File: src/design/mpbm_pkg.sv
// Package for the multimodal pixel background model: sizes, fixed-point
// constants, register codes and the state entry and lane result types.
// No dependencies.
package mpbm_pkg;

   localparam int IDX_W       = 18;
   localparam int PIXELS      = 2 ** IDX_W;
   localparam int CHANNELS    = 3;
   localparam int MODELS      = 3;
   localparam int SAMPLE_W    = 8;
   localparam int VALUE_W     = 16;
   localparam int VALUE_FRAC  = 7;
   localparam int MEAN_W      = VALUE_W - VALUE_FRAC;
   localparam int COUNT_W     = 11;
   localparam int TIME_W      = 10;
   localparam int DIFF_W      = 8;
   localparam int CSR_ADDR_W  = 1;
   localparam int CSR_DATA_W  = 10;

   localparam int BLEND_W     = 26;
   localparam int BLEND_S     = 13107;
   localparam int BLEND_V     = 922;
   localparam int BLEND_SHIFT = 10;
   localparam int COUNT_STEP  = 2;

   localparam logic [TIME_W-1:0] TIME_DEFAULT = TIME_W'(20);
   localparam logic [DIFF_W-1:0] DIFF_DEFAULT = DIFF_W'(10);

   typedef enum logic [CSR_ADDR_W-1:0] {
      CSR_TIME_THRESHOLD = 1'b0,
      CSR_DIFF_THRESHOLD = 1'b1
   } csr_reg_type;

   typedef logic [IDX_W-1:0]                        pixel_idx_type;
   typedef logic [CHANNELS-1:0][SAMPLE_W-1:0]       pixel_type;
   typedef logic [CHANNELS-1:0][VALUE_W-1:0]        model_value_type;
   typedef logic [COUNT_W-1:0]                      count_type;

   typedef struct packed {
      pixel_type                           last;
      logic [MODELS-1:0][CHANNELS-1:0][VALUE_W-1:0] val;
      logic [MODELS-1:0][COUNT_W-1:0]      cnt;
      pixel_type                           bg;
   } entry_type;

   typedef struct packed {
      logic            match;
      count_type       dec_cnt;
      count_type       inc_cnt;
      model_value_type blend;
   } lane_result_type;

endpackage

File: src/design/mpbm_merge.sv
// Merge of the lane results for a stable pixel: first matching model wins, otherwise the
// first empty model is seeded; if a model matched, the dominant model is copied to background.
// Depends on mpbm_pkg.
module mpbm_merge (
   input  mpbm_pkg::pixel_type                          sample,
   input  logic                                         load,
   input  logic                                         stable,
   input  logic [mpbm_pkg::MODELS-1:0][mpbm_pkg::CHANNELS-1:0][mpbm_pkg::VALUE_W-1:0] values,
   input  mpbm_pkg::pixel_type                          bg_old,
   input  mpbm_pkg::lane_result_type [mpbm_pkg::MODELS-1:0] lanes,
   input  logic [mpbm_pkg::TIME_W-1:0]                  time_thr,
   output mpbm_pkg::entry_type                          next_entry,
   output logic                                         changed
);
   import mpbm_pkg::*;

   logic            found;
   logic            seeded;
   logic            dom;
   model_value_type seed;
   logic [MODELS-1:0][COUNT_W-1:0]               cnt;
   logic [MODELS-1:0][CHANNELS-1:0][VALUE_W-1:0] val;
   pixel_type       bg;

   always_comb begin
      for (int c = 0; c < CHANNELS; c++) begin
         seed[c] = VALUE_W'(sample[c]) << VALUE_FRAC;
      end
   end

   always_comb begin
      found   = 1'b0;
      seeded  = 1'b0;
      dom     = 1'b0;
      changed = 1'b0;
      val     = values;
      bg      = load ? sample : bg_old;
      for (int k = 0; k < MODELS; k++) begin
         cnt[k] = lanes[k].dec_cnt;
      end
      for (int k = 0; k < MODELS; k++) begin
         if (stable && !found && lanes[k].match) begin
            found  = 1'b1;
            cnt[k] = lanes[k].inc_cnt;
            val[k] = lanes[k].blend;
         end
      end
      for (int k = 0; k < MODELS; k++) begin
         if (stable && !found && !seeded && lanes[k].dec_cnt == '0) begin
            seeded = 1'b1;
            cnt[k] = COUNT_W'(1);
            val[k] = seed;
         end
      end
      // last dominant model in slot order wins
      for (int k = 0; k < MODELS; k++) begin
         dom = found && (cnt[k] > COUNT_W'(time_thr));
         for (int l = 0; l < MODELS; l++) begin
            if (l != k && cnt[k] < cnt[l]) begin
               dom = 1'b0;
            end
         end
         if (dom) begin
            changed = 1'b1;
            for (int c = 0; c < CHANNELS; c++) begin
               bg[c] = val[k][c][VALUE_FRAC +: SAMPLE_W];
            end
         end
      end
   end

   always_comb begin
      next_entry.last = sample;
      next_entry.val  = val;
      next_entry.cnt  = cnt;
      next_entry.bg   = bg;
   end

endmodule
File: config.mk
export PLATFORM = sky130hd
export DESIGN_NAME = mpbm_merge
export DESIGN_NICKNAME = d
export VERILOG_FILES = /design/src/design/mpbm_pkg.sv /design/src/design/mpbm_merge.sv
export SDC_FILE = /design/constraint.sdc
export NUM_CORES = 1
export LEC_CHECK = 0
export ABC_AREA = 1
export ABC_CLOCK_PERIOD_IN_PS = 6500
export BUFFER_PORTS_ARGS = -buffer_cell sky130_fd_sc_hd__clkbuf_2
export CORE_AREA = 2 2 252 254
export DETAILED_ROUTE_END_ITERATION = 6
export DIE_AREA = 0 0 254 256
export PLACE_DENSITY = 0.31
export SLEW_MARGIN = 15
export SYNTH_ARGS = -nofsm -noshare
export SYNTH_HDL_FRONTEND = slang
export SYNTH_SLANG_ARGS = --single-unit
File: constraint.sdc
create_clock -name vclk -period 6.5
set_input_delay 0.975 -clock vclk [all_inputs]
set_output_delay 0.975 -clock vclk [all_outputs]
set_load 0.03 [all_outputs]
Word-level counts from Yosys, hierarchy flattened
Index checks and enable logic that the tools add are counted.
- reduce and logical (&&, ||, !) cells: 22
- $lt $le $gt $ge: 9
- mux-type cells: 30
- operators by type and width (kind ; count):
    48-bit two-way mux ; 6
    24-bit two-way mux ; 4
    11-bit less-than comparator ; 6
    11-bit two-way mux ; 6
    11-bit by 10-bit greater-than comparator with 1-bit output ; 3
    11-bit logical NOT ; 3
    1-bit logical AND ; 14
    1-bit two-way mux ; 14
    1-bit logical NOT ; 5
- input port bits: 417
- word-level logic and storage cells: 61
- output and inout bits: 226
- flip-flop bits (word level): 0

Longest topological paths before layout
Gate-level depths: netlist of run 1.
- depth in word-level cells: 27
- mapped depth: 25
- depth with buffers taken out: 22

Worst setup path before layout of run 1
No wires, ideal clock.
- path kind: in2out
- start point: input port stable
- end point: output port next_entry[10] (netlist name)
- buffers on the path: 5
- arrival: 4.417 ns
- path slack: 1.108 ns
- cell stages on the path: 20
- data required time: 5.525 ns
- path through: buf_4 nand2_2 clkbuf_1 clkbuf_1 o21ai_0 inv_1 ha_1 nand2_1 nor2_1 and2_1 nand2_1 nand3_1 nand2_1 inv_1 clkbuf_1 buf_1 nand4_1 nand2_1 nand2_1 nand2_1
- RTL lines (element ; RTL line ; text):
    start, declared ; mpbm_merge.sv:7 ; input logic stable,
    end, declared ; mpbm_merge.sv:12 ; output mpbm_pkg::entry_type next_entry,

==> summary.md, run 1 <==
| Metric | Value |
|---|---|
| I/O pin cnt | 643 |
| Initial Utilization | 10.4% |
| Critical Path AT | 5.02 ns |
| Largest stage delay, worst path | 0.74 ns |
| Die X | 254 µm |
| Routed len/inst | 20.6 µm |
| Lkg Pwr | 6.17 nW |
| Crit path to | next_entry[23] |
| Cell Pwr Density | 114 nW/µm² |
| Unrepaired setup endpoints after global routing | no |
| DR vias/cell | 4.10 |
| Metal3 WL | 4010 µm |
| Final #Nets | 2357 |
| Core ar. | 62400 µm² |
| Cells after Synth | 1316 |
| Half-perimeter wire length after placement | 45800 µm |
| Crit Path Category | input port to output pin |
| FF+latch count | 0 |
| Clkbuf count | 0 |
| Min Hold Slack | 2.25 ns |
| PnR Total Power | 1.19 mW |
| Final Hold Viols | 0 |
| Post-Route WL | 56000 µm |
| Cell variety after synth | 34 |
| Vias in the first global route | 11.2k |
| Actual slew at the worst max-slew pin | 1.05 ns |
| DIE AREA | 65000 µm² |
| CP Max Fanout | 25 |
| Remaining global-route overflow | 0 |
| # setup viols final | 0 |
| Yosys warns | 0 |
| CTS Hold Bufs | 0 |
| Initial DRT Pass Iterations | 5 |
| Status | completed |
| WL met1 | 24100 µm |
| Pins Over Slew Limit | 0 |
| Worst setup margin | 0.508 ns |
| Post-Syn Nets | 1796 |
| CP endpoint kind | output pin |
| Vias after detailed routing | 11.2k |
| Min-Delay Path Class | input port to output pin |
| Area growth, synth to finish | 61.7% |
| Top cells by area, synth | nand2_1 25%, ha_1 12%, nand3_1 11%, a21oi_1 9.0%, inv_1 7.5% |
| Cell area after synthesis | 6480 µm² |
| Total track usage | 16.1% |
| Die height | 256 µm |
| Final core utilization | 16.8% |
| Placer congestion estimate | 0.863 |
| CP Buf/Inv Count | 4 |
| Period minus WS final | 5.99 ns |
| Max_cap viols | 0 |
| Crit path max-delay family | simple AND/OR/NAND/NOR gates |
| DRT antenna net count | 0 |
| Top Layer Used | met5 |
| Worst path slowest cell | inv_1 |
| Global-route wire length before repair | 77400 µm |
| DP Worst Slack | -0.131 ns |
| Layout cells sized above 1 | 37.9% |
| Worst relative slew slack | 30.1% |
| Largest net degree at the start of global routing | 49 |
| Number of I/O port buffers | 643 |
| Period Utilization, post-route | 92.2% |
| Maximum vdd drop | 0.0386 mV |
| Row count | 92 |
| Synth area leader | nand2_1 |
| Initial antenna violation count | 6 |
| Critical Path Stages | 17 |
| CP Cell Sequence | buf_4, o21ai_4, nand3_1, nor2_1, nand2_2, inv_2, nor2_1, ha_1, nand4_1, nor2_1, nand4_1, nand2_1, nor2_4, inv_1, nand2_1, nand2_1, clkbuf_2 |
| DRC | 0 |
| Syn_area_per_cell | 4.92 µm² |
| Crit path from | lanes[70] |
| Critical path required time | 5.52 ns |
| 1st-iter DRT viols | 769 |
| Met2 WL | 27000 µm |
| Highest clock rate | 0.167 GHz |
| Worst setup SP type | input port |
| Area share of the largest cell type after synthesis | 24.9% |
| Storage element area | 0 µm² |
| Seq/Total Area, Yosys | 0% |
## stage by stage
step           cells  TNS, ns  instance area, µm²
4_1_cts         2719        0               10500
3_5_place_dp    2719    -1.62               10400
3_3_place_gp    2719  -0.0663               10400
6_report        2724        0               10500
5_1_grt         2722        0               10500
2_1_floorplan   1316        0                6480
## cells in the final DEF, fill, tap and decap left out, types with 2 or more instances in the layout
cell type,synthesis,layout
o211ai_1,7,7
nand3_1,142,141
nand2_1,429,425
nor2_1,97,96
mux2_2,8,8
nor2_2,2,2
diode_2,0,3
a21oi_1,117,117
a21o_1,2,2
nand4_1,38,38
o21ai_0,82,82
nand2_2,4,5
inv_1,129,129
o21ai_1,24,24
nor3_1,3,3
nand2_4,0,3
o21a_1,2,2
ha_1,63,63
nor4_1,2,2
buf_4,28,33
a31oi_1,29,29
nor2_4,1,3
or2_2,5,5
inv_2,4,4
clkbuf_2,0,641
mux2i_1,3,3
nand3_2,1,2
## cell type report
type,count,area [µm²]
antenna,3,7.51
fill,7609,51900
inverter,133,499
multi-input combinational,1068,5450
tap,846,1060
timing repair buffer,674,3460
## report_power, final
part	switching (mW)	internal, mW	leakage, nW
sequential	0	0	0
clock	0	0.0000000618	0.0000190
combinational	0.836	0.357	6.17
## how the worst min path moves through the flow
stage / end / from / cells after the start
final: next_entry[209] / sample[8] / 2
after global routing: next_entry[216] / sample[15] / 2
after CTS: next_entry[209] / sample[8] / 2
after detailed placement: next_entry[209] / sample[8] / 2
after global placement: next_entry[211] / sample[10] / 2
after floorplan: next_entry[201] / sample[0] / 1
## logic make-up after synthesis
kind of cell    after synthesis  synth area share, %
compound gates              266                 22.1
buf+inv                     249                 16.6
mux                          11                 1.85
simple gates                727                 47.3
fa+ha+maj                    63                 12.2
## what timing repair did
action / in CTS / in global routing
resized for setup: 1 / 0
pin swaps: 0 / 1
hold endpoints to repair: 0 / 0
cloned: 0 / 1
buffers inserted: 0 / 1
endpoints found under the setup margin: 23 / 23
## Yosys cell counts (4+ instances only)
master and n:
nand2_1 429, inv_2 4, o21ai_0 82, o211ai_1 7, nand2_2 4, or2_2 5
a21oi_1 117, clkbuf_1 60, buf_4 28, nand4_1 38, buf_1 6, ha_1 63
nor2_1 97, inv_1 129, mux2_2 8, buf_2 21, a31oi_1 29, nand3_1 142
o21ai_1 24
## layer usage
metal | track usage (%) | vias up
li1 | - | 5452
met1 | 20.5 | 5121
met2 | 28.8 | 538
met3 | 2.71 | 49
met4 | 2.37 | 4
met5 | 0 | -
Note: power is estimated with default switching activity, not from simulation.
==> inputs of run 2 (changes only) <==
--- a/config.mk
+++ b/config.mk
@@ -6,12 +6,12 @@
 export NUM_CORES = 1
 export LEC_CHECK = 0
 export ABC_AREA = 1
-export ABC_CLOCK_PERIOD_IN_PS = 6500
+export ABC_CLOCK_PERIOD_IN_PS = 5100
 export BUFFER_PORTS_ARGS = -buffer_cell sky130_fd_sc_hd__clkbuf_2
-export CORE_AREA = 2 2 252 254
+export CORE_AREA = 2 2 249 251
 export DETAILED_ROUTE_END_ITERATION = 6
-export DIE_AREA = 0 0 254 256
-export PLACE_DENSITY = 0.31
+export DIE_AREA = 0 0 251 253
+export PLACE_DENSITY = 0.33
 export SLEW_MARGIN = 15
 export SYNTH_ARGS = -nofsm -noshare
 export SYNTH_HDL_FRONTEND = slang
==> constraint.sdc (replaced) <==
create_clock -name vclk -period 5.1
set_input_delay 0.765 -clock vclk [all_inputs]
set_output_delay 0.765 -clock vclk [all_outputs]
set_load 0.03 [all_outputs]
==> run 2 against run 1 <==
First-iteration DRC count decreased by 15%. Global-route usage about the same. Total power grew 28%. Critical path type unchanged. Critical endpoint unchanged.
==> summary.md, run 2 (synthesis gave the netlist of run 1 again) <==
| Metric | Value |
|---|---|
| Status | completed |
| Period Utilization, post-route | 94.6% |
| Final Hold Viols | 0 (unchanged) |
| Clkbuf count | 0 (unchanged) |
| Storage element area | 0 µm² (unchanged) |
| Initial Utilization | 10.6% (+0.23 points) |
| Number of I/O port buffers | 643 (unchanged) |
| Post-CTS Setup Inserts | 0 (unchanged) |
| Worst path slowest cell | mux2_2 |
| # setup viols final | 0 (unchanged) |
| Layout cells sized above 1 | 38.3% (+0.46 points) |
| Maximum vdd drop | 0.0489 mV (+27%) |
| Final #Nets | 2371 (+0.59%) |
| Grt met1 use | 20.4% (-0.083 points) |
| Lkg Pwr | 6.26 nW (+1.4%) |
| DIE AREA | 63500 µm² (-2.3%) |
| Global-route wire length before repair | 75400 µm (-2.6%) |
| PnR Total Power | 1.52 mW (+28%) |
| Fillers | 7294 (-4.1%) |
| I/O pin cnt | 643 (unchanged) |
| CP endpoint kind | output pin |
| Die X | 251 µm (-1.2%) |
| DRT antenna net count | 0 (unchanged) |
| Grt met2 use | 28.8% (about the same) |
| Worst setup SP type | input port |
| Half-perimeter wire length after placement | 46000 µm (+0.54%) |
| Multi-input gate area | 5440 µm² (-0.21%) |
| Remaining global-route overflow | 0 (unchanged) |
| GRT Max-Usage Layer | met2 |
| Unrepaired setup endpoints after global routing | no |
| Initial antenna violation count | 6 (unchanged) |
| Total track usage | 16.1% (about the same) |
| Inst Count DP | 2679 (-1.5%) |
| Core ar. | 61000 µm² (-2.2%) |
| Cell Pwr Density | 144 nW/µm² (+27%) |
| Largest stage delay, worst path | 0.40 ns (-0.34 ns) |
| Min-Delay Path Class | input port to output pin |
| Worst relative slew slack | 42.5% (+12 points) |
| Placer congestion estimate | 0.899 (+4.1%) |
| FF+latch count | 0 (unchanged) |
| Pins Over Slew Limit | 0 (unchanged) |
| Row count | 91 (-1.1%) |
| Routed len/inst | 20.5 µm (-0.47%) |
| Post-Layout Cell Count | 2681 (-1.6%) |
| Met3 GRT Util | 2.73% (+0.029 points) |
| DRC | 0 (unchanged) |
| Initial DRT Pass Iterations | 6 (+1) |
| Area growth, synth to finish | 63.1% |
| CP Max Fanout | 14 (-44%) |
| Max_cap viols | 0 (unchanged) |
| Vias in the first global route | 10.9k (-2.6%) |
| Period minus WS final | 4.82 ns |
| Largest net degree at the start of global routing | 49 (unchanged) |
| Crit Path Category | input port to output pin |
| Critical Path AT | 4.06 ns (-0.96 ns) |
| CP Cell Sequence | buf_2, buf_4, o21ai_4, nand2_4, mux2_2, ha_1, nand2_1, o21ai_0, nand2_1, nand3_1, nand3_1, nor2_4, inv_1, buf_12, nand2_1, nand2_1, clkbuf_2 |
| Post-Route WL | 54900 µm (-2.0%) |
| CTS Hold Bufs | 0 (unchanged) |
| Most frequent CP cell | nand2_1 |
| Most common cell after layout, fill and taps aside | clkbuf_2 |
| Actual slew at the worst max-slew pin | 0.853 ns (-0.193 ns) |
| Die height | 253 µm (-1.2%) |
| Critical path required time | 4.34 ns (-1.18 ns) |
| Final setup TNS | 0 ns (unchanged) |
| Highest clock rate | 0.207 GHz |
| Most frequent cells in the layout | 641 x clkbuf_2, 425 x nand2_1, 141 x nand3_1, 129 x inv_1, 117 x a21oi_1 |
| DR vias/cell | 4.14 (+1.0%) |
| Vias after detailed routing | 11.1k (-0.55%) |
| 1st-iter DRT viols | 655 (-15%) |
==> run 2: metal layers <==
| layer | up-vias | share of wire, % |
|---|---|---|
| li1 | 5475 | - |
| met2 | 549 | 49 |
| met1 | 5030 | 43 |
| met3 | 45 | 6.4 |
| met5 | - | 0.038 |
| met4 | 4 | 1.6 |
==> run 2: area by class of cell <==
cell class | instances | area share, %
Antenna cell | 2 | 0.0474
Inverter | 133 | 4.72
Multi-Input combinational cell | 1067 | 51.5
Tap cell | 790 | 9.35
Timing Repair Buffer | 689 | 34.4
==> run 2: where the power goes <==
group | leakage, nW | internal [mW] | switching [mW] | total (mW)
clock network | 0.0000127 | 0.0000000529 | 0 | 0.0000000529
logic | 6.26 | 0.473 | 1.05 | 1.52
registers | 0 | 0 | 0 | 0
==> run 2: worst max-delay path, delay by kind of cell <==
kind | cells | cell delay [ns]
buffers and inverters | 5 | 0.91
AOI/OAI and AO/OA | 2 | 0.55
adders and majority gates | 1 | 0.33
muxes | 1 | 0.40
and+or+nand+nor | 8 | 1.07
==> run 2: worst paths after layout <==
check,from,endpoint,slack (ns),depth (start not counted)
max,lanes[70],next_entry[23],0.28,17
min,sample[17],next_entry[218],1.83,2
==> run 2: stage by stage <==
stage	instance area, µm²	setup slack [ns]	hold slack (ns)	utilization (%)
global route	10600	0.0172	1.84	17.3
detailed placement	10600	0.0985	1.83	17.3
global placement	10600	0.0626	1.83	17.3
CTS	10600	0.0945	1.83	17.3
floorplan	6480	0.128	1.66	-
finish	10600	0.277	1.83	17.3
==> run 2: timing repair <==
item,CTS,global route
setup endpoints to repair,0,15
hold endpoints to repair,0,0
gates resized for setup,0,3
==> inputs of run 3 (changes only) <==
--- a/config.mk
+++ b/config.mk
@@ -5,13 +5,13 @@
 export SDC_FILE = /design/constraint.sdc
 export NUM_CORES = 1
 export LEC_CHECK = 0
-export ABC_AREA = 1
+export ABC_AREA = 0
 export ABC_CLOCK_PERIOD_IN_PS = 5100
 export BUFFER_PORTS_ARGS = -buffer_cell sky130_fd_sc_hd__clkbuf_2
 export CORE_AREA = 2 2 249 251
 export DETAILED_ROUTE_END_ITERATION = 6
 export DIE_AREA = 0 0 251 253
-export PLACE_DENSITY = 0.33
+export PLACE_DENSITY = 0.32
 export SLEW_MARGIN = 15
 export SYNTH_ARGS = -nofsm -noshare
 export SYNTH_HDL_FRONTEND = slang
==> run 3 against run 2 <==
Design area down 0.30%. Final cell count down 8.8%. Hold slack better by 0.011 ns. Critical endpoint is now next_entry[16]. Highest routed layer unchanged.
==> summary.md, run 3 <==
| Metric | Value |
|---|---|
| Global-route wire length before repair | 65400 µm (-13%) |
| Worst relative slew slack | 48.8% (+6.3 points) |
| Cell Pwr Density | 130 nW/µm² (-10%) |
| Max_cap viols | 0 (unchanged) |
| CP Buf/Inv Count | 7 (+2) |
| Storage element area | 0 µm² (unchanged) |
| Cell area after synthesis | 5770 µm² (-11%) |
| Die height | 253 µm (unchanged) |
| Critical path required time | 4.34 ns (about the same) |
| Synth cell count leaders | 380 x nand2_1, 87 x a21oi_1, 85 x nor2_1, 75 x a31oi_1, 67 x clkbuf_1 |
| Vias after detailed routing | 9740 (-12%) |
| Critical Path AT | 4.17 ns (+0.11 ns) |
| Min-Delay Path Class | input port to output pin |
| Period minus WS final | 4.94 ns (+0.113 ns) |
| Clkbuf count | 0 (unchanged) |
| Ant. Diodes | 0 (-2) |
| Worst setup SP type | input port |
| Highest clock rate | 0.203 GHz (-2.3%) |
| Core ar. | 61000 µm² (unchanged) |
| Initial antenna violation count | 2 (-4) |
| Routed len/inst | 19.4 µm (-5.2%) |
| Final #Nets | 2138 (-9.8%) |
| FF+latch count | 0 (unchanged) |
| Final Hold Viols | 0 (unchanged) |
| CP Max Fanout | 12 (-2) |
| Syn_area_per_cell | 5.69 µm² (+16%) |
| I/O pin cnt | 643 (unchanged) |
| CTS Hold Bufs | 0 (unchanged) |
| Crit path max-delay family | buffers and inverters |
| Crit path from | lanes[70] |
| CP endpoint kind | output pin |
| Worst path slowest cell | mux2i_1 |
| Critical Path Stages | 17 (unchanged) |
| Seq/Total Area, Yosys | 0% (unchanged) |
| Largest net degree at the start of global routing | 49 (unchanged) |
| DRC | 0 (unchanged) |
| Placer congestion estimate | 0.863 (-3.9%) |
| DIE AREA | 63500 µm² (unchanged) |
| Synth area leader | nand2_1 |
| Number of I/O port buffers | 643 (unchanged) |
| Most common cell after layout, fill and taps aside | clkbuf_2 |
| Pins Over Slew Limit | 0 (unchanged) |
| Vias in the first global route | 9735 (-11%) |
| 1st-iter DRT viols | 469 (-28%) |
| Remaining global-route overflow | 0 (unchanged) |
| Most frequent cells in the layout | 630 x clkbuf_2, 378 x nand2_1, 89 x buf_4, 86 x a21oi_1, 82 x nor2_1 |
| Maximum vdd drop | 0.0298 mV (-39%) |
| Die X | 251 µm (unchanged) |
| Total track usage | 13.7% (-2.4 points) |
| Initial Utilization | 9.45% (-1.2 points) |
| Lkg Pwr | 5.79 nW (-7.4%) |
| Crit path to | next_entry[16] |
| Status | completed |
| Post-Layout Cell Count | 2446 (-8.8%) |
| Area share of the largest cell type after synthesis | 24.7% (-0.13 points) |
| Period Utilization, post-route | 96.8% (+2.2 points) |
| DRT antenna net count | 0 (unchanged) |
| Inst Count DP | 2444 (-8.8%) |
| Area growth, synth to finish | 82.7% |
| Cells after Synth | 1014 (-23%) |
| Crit Path Category | input port to output pin |
| Layout cells sized above 1 | 49.5% (+11 points) |
| Post-Syn Nets | 1494 (-17%) |
| # setup viols final | 0 (unchanged) |
| Most common cell in the netlist | nand2_1 |
| Actual slew at the worst max-slew pin | 0.767 ns (-0.0861 ns) |
| Most frequent CP cell | buf_12 |
| Final core utilization | 17.3% (-0.051 points) |
| Initial DRT Pass Iterations | 5 (-1) |
| Half-perimeter wire length after placement | 40300 µm (-13%) |
| Cell variety after synth | 51 (+50%) |
| DR vias/cell | 3.98 (-3.8%) |
| Top cells by area, synth | nand2_1 25%, ha_1 14%, a31oi_1 8.1%, a21oi_1 7.6%, mux2i_1 7.5% |
| Largest stage delay, worst path | 0.59 ns (+0.19 ns) |
| CP Cell Sequence | clkbuf_2, buf_4, and2_4, buf_12, mux2i_1, ha_1, and4_1, a21oi_1, a21boi_0, o2111ai_1, nand4_2, buf_12, buf_12, buf_4, mux2i_1, o221ai_2, buf_6 |
| Row count | 91 (unchanged) |
| Yosys warns | 0 (unchanged) |
| Post-Route WL | 47400 µm (-13%) |
-- run 3: cells by family after synthesis --
| logic type | after synthesis | share of synthesized area [%] |
|---|---|---|
| AO/OA/AOI/OAI | 222 | 26.0 |
| adder cells (fa/ha/maj) | 63 | 13.7 |
| AND/OR/NAND/NOR | 528 | 37.2 |
| buffers and inverters | 132 | 10.5 |
| multiplexers | 69 | 12.6 |
-- run 3: stage by stage --
stage	hold slack, ns	TNS [ns]	instance area, µm²	setup WS [ns]	total power [mW]
after floorplan	1.66	-0.0171	5780	-0.00429	0.753
after global placement	1.84	-3.02	10300	-0.207	1.34
after detailed placement	1.84	-3.99	10300	-0.226	1.34
after CTS	1.84	0	10400	0.00170	1.35
after global routing	1.85	-0.232	10500	-0.0336	1.47
final	1.84	0	10500	0.164	1.37
-- run 3: worst min path at each step --
stage	startpoint	endpoint	slack [ns]	cells past startpoint
floorplan	sample[0]	next_entry[201]	1.66	1
global placement	sample[16]	next_entry[217]	1.84	2
detailed placement	sample[17]	next_entry[218]	1.84	2
CTS	sample[18]	next_entry[219]	1.84	2
global route	sample[16]	next_entry[217]	1.85	2
finish	sample[17]	next_entry[218]	1.84	2
-- run 3: per-layer routing --
layer  vias up  global-route usage [%]  wire length (µm)
met2       489                    24.9             23100
met4         2                    2.43               914
met1      4413                    17.3             20400
li1       4795                       -                 -
met5         -                       0                 9
met3        41                    2.09              3080
-- run 3: cell type report --
cell class	instances	area, µm²
Fill cell	7223	50500
Inverter	34	128
Multi-Input combinational cell	882	5330
Tap cell	790	988
Timing Repair Buffer	740	4090
-- run 3: power by group --
| part | internal (mW) | total, mW | switching, mW |
|---|---|---|---|
| Sequential | 0 | 0 | 0 |
| Clock | 0 | 0 | 0 |
| Combinational | 0.514 | 1.37 | 0.853 |
-- run 3: repair_timing --
| action | in CTS | in global routing |
|---|---|---|
| buffers inserted | 0 | 2 |
| resized for setup | 7 | 57 |
| setup endpoints to repair | 25 | 25 |
| pin swaps | 0 | 3 |
